### config.mk
export PLATFORM = sky130hd
export DESIGN_NAME = pes_cell
export DESIGN_NICKNAME = d
export VERILOG_FILES = /design/src/sv/pes_pkg.sv /design/src/sv/pes_cell.sv
export SDC_FILE = /design/constraint.sdc
export NUM_CORES = 1
export LEC_CHECK = 0
export BUFFER_PORTS_ARGS = -buffer_cell sky130_fd_sc_hd__buf_2
export CORE_ASPECT_RATIO = 1.5
export CORE_MARGIN = 4
export CORE_UTILIZATION = 25
export DETAILED_ROUTE_END_ITERATION = 12
export PLACE_DENSITY = 0.61
export SYNTH_ARGS = -nofsm -noshare
export SYNTH_HDL_FRONTEND = slang
export SYNTH_SLANG_ARGS = --single-unit
### constraint.sdc
create_clock -name i_clk -period 6.6 [get_ports i_clk]
set_input_delay 0 -clock i_clk [delete_from_list [all_inputs] [get_ports i_clk]]
set_output_delay 0 -clock i_clk [all_outputs]
set_load 0.01 [all_outputs]
### src/sv/pes_pkg.sv
// ----------------------------------------------------------------------------
// Playlist event scheduler package
// Shared types and codes for the scheduler top level and its table cells.
// ----------------------------------------------------------------------------
package pes_pkg;

    localparam logic OP_ADD   = 1'b0;
    localparam logic OP_FETCH = 1'b1;

    localparam logic [2:0] ST_ADDED     = 3'd0;
    localparam logic [2:0] ST_NO_TRANSP = 3'd1;
    localparam logic [2:0] ST_FULL      = 3'd2;
    localparam logic [2:0] ST_GIVEN     = 3'd3;
    localparam logic [2:0] ST_NONE      = 3'd4;

    localparam logic [1:0] KIND_START    = 2'd0;
    localparam logic [1:0] KIND_STOP     = 2'd1;
    localparam logic [1:0] KIND_FADE_IN  = 2'd2;
    localparam logic [1:0] KIND_FADE_OUT = 2'd3;

    typedef struct packed {
        logic [1:0] kind;
        logic [7:0] track;
    } t_ev_tag;

    typedef enum logic [8:0] {
        S_IDLE  = 9'b000000001,
        S_CHECK = 9'b000000010,
        S_INS0  = 9'b000000100,
        S_INS1  = 9'b000001000,
        S_INS2  = 9'b000010000,
        S_INS3  = 9'b000100000,
        S_FETCH = 9'b001000000,
        S_FCMP  = 9'b010000000,
        S_DONE  = 9'b100000000
    } t_state;

endpackage

### src/sv/pes_cell.sv
// ----------------------------------------------------------------------------
// Playlist event scheduler table cell
// Holds one event of the sorted table and shifts toward higher slots on insert.
// ----------------------------------------------------------------------------
module pes_cell #(
    parameter int TIME_BITS = 48
) (
    input  logic                        i_clk,
    input  logic                        i_ins_en,
    input  logic signed [TIME_BITS-1:0] i_ins_time,
    input  pes_pkg::t_ev_tag            i_ins_tag,
    input  logic                        i_live,
    input  logic signed [TIME_BITS-1:0] i_prev_time,
    input  pes_pkg::t_ev_tag            i_prev_tag,
    input  logic                        i_prev_shift,
    output logic signed [TIME_BITS-1:0] o_time,
    output pes_pkg::t_ev_tag            o_tag,
    output logic                        o_shift
);
    import pes_pkg::*;

    logic signed [TIME_BITS-1:0] r_time;
    logic signed [TIME_BITS-1:0] n_time;
    t_ev_tag                     r_tag;
    t_ev_tag                     n_tag;
    logic                        w_shift;

    // An empty slot counts as later than any new event, so equal times stay in order.
    assign w_shift = !i_live || (r_time > i_ins_time);

    always_comb begin
        n_time = r_time;
        n_tag  = r_tag;
        if (i_ins_en && w_shift) begin
            if (i_prev_shift) begin
                n_time = i_prev_time;
                n_tag  = i_prev_tag;
            end else begin
                n_time = i_ins_time;
                n_tag  = i_ins_tag;
            end
        end
    end

    always_ff @(posedge i_clk) begin
        r_time <= n_time;
        r_tag  <= n_tag;
    end

    assign o_time  = r_time;
    assign o_tag   = r_tag;
    assign o_shift = w_shift;

endmodule

== Word level (Yosys, flattened, before mapping) ==
Cells that the tools add are included.

* Input port bits: 120
* Flip-flop bits (word level): 58
* Logic and storage cells: 9
* Output and inout bits: 59

* Mux-type cells: 2
* Order comparisons: 1
* Reduce and logical (&&, ||, !) cells: 3

{| class="wikitable"
|+ Operators with widths
! kind !! count
|-
| 48-bit > comparator || 1
|-
| 48-bit 2-to-1 mux || 1
|-
| 10-bit 2-to-1 mux || 1
|-
| 1-bit logical AND || 1
|-
| 1-bit logical NOT || 1
|-
| 1-bit logical OR || 1
|}

== Longest topological paths before layout ==
Gate-level depths: netlist of the first run.

* Depth in word-level cells: 3
* Depth in mapped cells: 8
* Gate-level depth less buffers: 8

== Least setup slack after synthesis of the first run ==
OpenSTA, ideal clock, no wires.

* Kind: register to register
* From: register r_time[47], in the netlist o_time[47]
* To: register r_tag (netlist bit o_tag[0]) (enable)
* Setup time: 0.509 ns
* Stages on the path, launching flop included: 8
* Data arrival time: 4.895 ns
* Required time: 6.091 ns
* Slack: 1.197 ns
* Buffers on the path: 0
* Cell sequence: edfxtp_1 ha_1 nand4_1 nor4_1 and4_1 o41a_1 o21ai_0 a31oi_1

* Cells in the longest elaborated chain, start to end: 3

{| class="wikitable"
|+ Ends and longest elaborated chain
! what !! RTL line !! source
|-
| start: declaration || pes_cell.sv:22 || <nowiki>logic signed [TIME_BITS-1:0] r_time;</nowiki>
|-
| start signal: assignment || pes_cell.sv:46 || <nowiki>r_time <= n_time;</nowiki>
|-
| 48-bit > comparator || pes_cell.sv:29 || <nowiki>assign w_shift = !i_live || (r_time > i_ins_time);</nowiki>
|-
| 1-bit logical OR || pes_cell.sv:29 ||
|-
| 1-bit logical AND || pes_cell.sv:34 || <nowiki>if (i_ins_en && w_shift) begin</nowiki>
|-
| end signal: assignment || pes_cell.sv:47 || <nowiki>r_tag <= n_tag;</nowiki>
|-
| end: declaration || pes_cell.sv:24 || <nowiki>t_ev_tag r_tag;</nowiki>
|}

No other way between the ends.
A chain may end at the register's enable or synchronous reset.

== Worst setup path in the final report of the first run ==
* From: register r_time[47], in the netlist o_time[47]
* To: register r_time[40], in the netlist o_time[40] (enable)

* Cells in the longest elaborated chain, start to end: 3

{| class="wikitable"
|+ Ends and longest elaborated chain
! what !! RTL line
|-
| 48-bit > comparator || pes_cell.sv:29
|-
| 1-bit logical OR || pes_cell.sv:29
|-
| 1-bit logical AND || pes_cell.sv:34
|}

No other way between the ends.

==> results of run 1 <==
==> worst min-delay path by stage <==
stage,slack [ns],depth (start not counted),endpoint
global placement,0.28,3,o_time[31]
floorplan,0.18,3,o_shift
detailed placement,0.28,3,o_time[27]
CTS,0.002,3,o_time[44]
global route,0.005,3,o_time[44]
finish,0.009,3,o_time[44]
==> state kept, by name (all words and copies together), names as in the netlist <==
signal	count
o_tag	10
o_time	48
==> Yosys cell counts <==
master	number	area, um^2
a31oi_1	3	18.8
o21ai_0	53	265
a221oi_1	4	35.0
o211ai_1	1	7.51
o31ai_1	1	7.51
a21oi_1	16	80.1
edfxtp_1	58	1740
nand2_1	56	210
or3_1	1	6.26
clkbuf_1	11	41.3
nor2b_1	1	6.26
nand4_1	9	56.3
o41a_1	1	11.3
inv_1	53	199
and4_1	3	26.3
a21o_1	5	37.5
nand3_1	7	35.0
a21boi_0	1	7.51
ha_1	48	601
nor4_1	1	6.26
a211oi_1	1	7.51
nor2_1	2	7.51
nor3_1	2	10.0
mux2_2	11	124
==> cells by family after synthesis <==
group	after synthesis
AOI/OAI and AO/OA	86
adders and majority gates	48
buffers and inverters	64
DFF	58
muxes	11
and+or+nand+nor	82
==> stage by stage <==
stage	cells	total power, mW
after global placement	710	0.694
after detailed placement	710	0.701
final	786	1.11
after floorplan	349	0.595
after CTS	786	1.13
after global routing	786	1.18
==> critical path, stage by stage (launching register included) <==
cell	delay (ns)
edfxtp_1	0.38
ha_1	0.39
nand4_1	0.20
nor4_1	0.61
and4_1	0.34
o41a_1	0.17
o21ai_0	0.15
a31oi_4	0.82
buf_4	0.53
==> area by class of cell <==
| type | instances | area [um^2] |
|---|---|---|
| tap | 192 | 240 |
| clock buffer | 10 | 229 |
| timing repair buffer | 244 | 1550 |
| inverter | 53 | 199 |
| clock inverter | 2 | 8.76 |
| fill | 1374 | 8450 |
| multi-input combinational | 227 | 1580 |
| sequential | 58 | 1740 |
==> layer usage <==
metal / global-route usage [%] / vias to the layer above / part of all wire [%]
met5: 0 / - / 0.063
met2: 25.4 / 115 / 54
met4: 4.63 / 2 / 2.3
li1: - / 1727 / -
met1: 14.2 / 1567 / 38
met3: 3.19 / 21 / 5.5
==> power by group through the flow <==
stage                     clock [mW]  sequential [mW]  combinational, mW
after floorplan                    0            0.491              0.104
after global placement             0            0.471              0.223
after detailed placement           0            0.473              0.228
after CTS                      0.402            0.466              0.261
after global routing           0.419            0.470              0.289
final                          0.388            0.466              0.257
==> impl_metrics.ini, run 1 <==
[run_status]
status = completed

[flow_run]
maxCapViolations = 0

[sta]
rsz0062_at_grt = no
setup_violations = 0
period_share_pct = 60.2
max_slew.worst_pin.slew_ns = 0.948
fin_crit_ns = 3.97
setup_slack_ns = 2.63
tns_ns = 0
skew_ns = 0.00828
report.final.hold_viol_count = 0
fmax_mhz = 252
drv_slew = 0
relSlewSlack_pct = 36.8
hold-worst-slack_ns = 0.00948

[clock_tree]
cts_setup_buffers = 0
numCtsBuffers = 9
cts_root_buf = clkbuf_16
path_clk_slew_ns = 0.05
cts_tree = yes
cts_repair_resize_count = 0
h-tree-depth = 3
cts-hold-fix-buffers = 64
cts.sinks = 58
clk_path_buf_depth = 2
insertion_delay_ns = 0.32

[routing]
drtPass1Iterations = 4
drcViolationCount = 0
vias = 3432
wl_mm = 11.1
wl_per_cell_um = 14.1
ant_nets = 0
vias_per_cell = 4.37
drt-initial-drc-count = 131

[final_layout]
drive_above_1_share_pct = 34.0
post-route-util_pct = 39.6
fin_area_um2 = 5550
num-nets-final = 761
diodes = 0
syn_to_final_growth_pct = 56.3
mostFrequentLayoutCell = buf_2
layout_common_cells = 178 x buf_2, 64 x dlygate4sd3_1, 58 x edfxtp_1

[global_routing]
grt_pass1_vias = 3646
grt_max_degree = 106
grt_pass1_wl_mm = 17.4
grt.overflow.total = 0
track_usage_pct = 13.4
antenna_found_initial = 1

[die]
boundaryPins = 179
die_h_um = 154
die_area_um2 = 16200
die_w_um = 105
rows = 53
start_util_pct = 25.4
core_um2 = 14000

[critical_path]
timing.rr.end = o_time[40]
crit_end = o_time[40]
rrSetupSlack_ns = 2.63
critPathLaunch = o_time[47]
critPathKind = flip-flop to flip-flop
critPathMaxFanout = 32
startpoint_type = flip-flop
crit_arrival_ns = 3.93
end_kind = flip-flop
r2r_cells = 8
worstPathRequired_ns = 6.56
rr_startpoint = o_time[47]

[logic_synthesis]
synth_fa_ha_area_share_pct = 16.9
synth_compound_area_share_pct = 13.5
synth-seq-cells = 58
syn_area_per_cell_um2 = 10.2
netlist_instances = 349
ys_warn_count = 0
synth_xor_area_share_pct = 0
synthMuxAreaShare_pct = 3.49
syn_nets = 517
synth_top_family_by_area = adder cells
synth.distinct_cells = 24
synthSimpleGateAreaFrac_pct = 10.3
post_synth_instance_area_um2 = 3550
seq_area_frac_synth_pct = 49.1

[placement]
dp_hpwl_mm = 8.43
portBuffers = 178
place_ws_ns = 2.41
place_congestion = 0.791
place_area_um2 = 4670

[power]
peakVddDrop_mv = 0.106
p_switching_mw = 0.295
pwr-share-comb_pct = 23.1
power.leakage_nw = 2.68
intPower_mw = 0.817
pwr-share-clk_pct = 35.0
p_per_area_nw_per_um2 = 200
seq_power_share_pct = 41.9
switching_share_pct = 26.5

[min_path]
min_from = i_prev_time[44]
hold_class = primary input to flip-flop
Note: power is estimated with default switching activity, not from simulation.
==> inputs of run 2 (changes only) <==
ABC_AREA = 1   (was not set)
clock period = 3.9 ns   (was 6.6 ns; I/O delays follow)
==> run 2 against run 1 <==
  * Die area is 3.2% higher
  * Setup slack worse by 1.2 ns
  * Global-route usage is 0.083 points lower
  * Clock power is 110% higher
  * Maximum frequency is 58% higher
  * Flip-flop and latch count stayed put
  * Non-clock buffer count is 1 higher
  * Hold slack worse by 0.0082 ns
  * First-iteration DRC count is 25% lower
  * Largest cell class unchanged
  * Highest routed layer is now met4
==> impl_metrics.ini, run 2 <==
[run_status]
status = completed

[placement]
place_congestion = 0.763
placed_cells = 766
portBuffers = 178
dp_hpwl_mm = 8.05
place_area_um2 = 4800
place_ws_ns = 1.33

[clock_tree]
clk_path_buf_depth = 2
cts-hold-fix-buffers = 65
cts.sinks = 58
cts_setup_buffers = 0
cts_repair_resize_count = 0
h-tree-depth = 3
insertion_delay_ns = 0.33
numCtsBuffers = 9
cts_root_buf = clkbuf_16
path_clk_slew_ns = 0.06
cts_tree = yes

[power]
intPower_mw = 1.53
peakVddDrop_mv = 0.169
power.leakage_nw = 2.87
pwr-share-clk_pct = 40.1
switching_share_pct = 25.9
p_per_area_nw_per_um2 = 358
pwr-share-comb_pct = 21.8
seq_power_share_pct = 38.1
p_switching_mw = 0.535

[sta]
rsz0062_at_grt = no
report.final.hold_viol_count = 0
relSlewSlack_pct = 42.4
tns_ns = 0
fmax_mhz = 399
drv_slew = 0
setup_violations = 0
fin_crit_ns = 2.51
setup_slack_ns = 1.39
max_slew.worst_pin.slew_ns = 0.864
skew_ns = 0.00701
period_share_pct = 64.3

[global_routing]
use_met1_pct = 14.4
grt_max_degree = 95
grt_pass1_vias = 3733
gr-usage-met2_pct = 24.8
antenna_found_initial = 0
met3_usage_pct = 3.67
grt_pass1_wl_mm = 17.6
track_usage_pct = 13.3
busiest_layer = met2
grt.overflow.total = 0

[routing]
drt-initial-drc-count = 98
vias = 3531
drcViolationCount = 0
vias_per_cell = 4.17
drtPass1Iterations = 6
wl_mm = 10.8
ant_nets = 0
wl_per_cell_um = 12.8

[logic_synthesis]
post_synth_instance_area_um2 = 3670
ys_warn_count = 0
synth_ff_type = edfxtp_1
synth-seq-cells = 58
synth-edff-count = 58
yosys.area.top_type = edfxtp_1
async_flop_share_pct = 0
synth_common_cells = 108 x nand2_1, 64 x inv_1, 58 x edfxtp_1
syn_area_per_cell_um2 = 9.15
yosysMostFrequentCell = nand2_1
ys_top_cells_by_area = edfxtp_1 47%, ha_1 16%, nand2_1 11%
seq_area_frac_synth_pct = 47.5
synth.distinct_cells = 19
syn_nets = 569
synth.top_cell.area_share_pct = 47.5
netlist_instances = 401

[final_layout]
mostFrequentLayoutCell = buf_2
largest_reg_flops = 48
fin_cells = 847
diodes = 0
fin_area_um2 = 5760
syn_to_final_growth_pct = 57.0
num-nets-final = 814
layout_common_cells = 177 x buf_2, 108 x nand2_1, 65 x dlygate4sd3_1
drive_above_1_share_pct = 32.3
post-route-util_pct = 39.8

[die]
die_h_um = 156
rows = 54
start_util_pct = 25.4
die_area_um2 = 16700
core_um2 = 14500
die_w_um = 107
boundaryPins = 179

[critical_path]
crit_family = simple AND/OR/NAND/NOR gates
end_kind = flip-flop
critPathKind = flip-flop to flip-flop
crit_buf_inv = 1
critPathMaxFanout = 58
critPathMostFrequentCell = nand2_1
worstPathCellList = ha_1 > nand2_1 > nor2_2 > and2b_1 > nand3_2 > nor2_2 > nand2_1 > nand3_1 > nand2_1 > nand2_1 > nand2_2 > a21oi_4 > buf_12
crit_arrival_ns = 2.50
worstPathRequired_ns = 3.89
max_stage_delay_ns = 0.38
startpoint_type = flip-flop
worst_path_max_delay_cell = edfxtp_1

[flow_run]
maxCapViolations = 0

[min_path]
hold_class = primary input to flip-flop
[run 2: changes by cell type in the layout (fill, tap and decap cells not counted), moves of 3 or more]
| cell | previous run | this run |
|---|---|---|
| and4_1 | 3 | 0 |
| o21ai_0 | 53 | 49 |
| nand2_1 | 56 | 108 |
| a221oi_1 | 4 | 0 |
| nor2_1 | 2 | 14 |
| nand4_1 | 9 | 4 |
| inv_1 | 53 | 64 |
[run 2: final timing paths]
kind | start | to | slack, ns | cells past startpoint
setup / recovery | o_time[47] | o_time[13] | 1.39 | 13
hold reg to reg | o_time[47] | o_time[39] | 1.30 | 7
setup reg to reg | o_time[47] | o_time[13] | 1.39 | 13
hold / removal | i_prev_time[15] | o_time[15] | 0.001 | 3
[run 2: power by group through the flow]
stage | sequential, mW | clock [mW] | combinational (mW)
2_1_floorplan | 0.828 | 0 | 0.192
3_3_place_gp | 0.795 | 0 | 0.403
3_5_place_dp | 0.798 | 0 | 0.406
4_1_cts | 0.786 | 0.860 | 0.461
5_1_grt | 0.793 | 0.881 | 0.519
6_report | 0.785 | 0.828 | 0.450
[run 2: area by class of cell]
class	instances	area, um^2
timing repair buffer	245	1570
clock buffer	9	225
sequential	58	1740
clock inverter	7	83.8
fill	1482	8700
multi-input combinational	267	1650
tap	196	245
inverter	65	244
[run 2: logic make-up (layout without fill, tap and decap cells)]
group                    after synthesis  in the layout  synth area share [%]
multiplexers                          11             11                  3.38
buffers and inverters                 76            326                  7.77
AO/OA/AOI/OAI                         72             72                  10.2
flip-flops                            58             58                  47.5
AND/OR/NAND/NOR                      136            136                  14.8
adder cells (fa/ha/maj)               48             48                  16.4
[run 2: stage by stage]
stage                     hold WS, ns  power [mW]
after floorplan                0.0714        1.02
after global placement          0.278        1.20
after detailed placement        0.283        1.20
after CTS                     0.00158        2.11
after global routing           0.0175        2.19
final                         0.00131        2.06
[run 2: routing by layer]
layer	vias to the layer above	wire length, um
met1	1578	4190
met2	108	5780
li1	1832	-
met4	0	175
met3	13	705
met5	-	0
[run 2: worst reg2reg max path: cells and delay by family (launching register included)]
kind                     cells  cell delay, ns
buffers and inverters        1            0.33
AND/OR/NAND/NOR             10            0.94
adder cells (fa/ha/maj)      1            0.38
AO/OA/AOI/OAI                1            0.14
flip-flops                   1            0.38
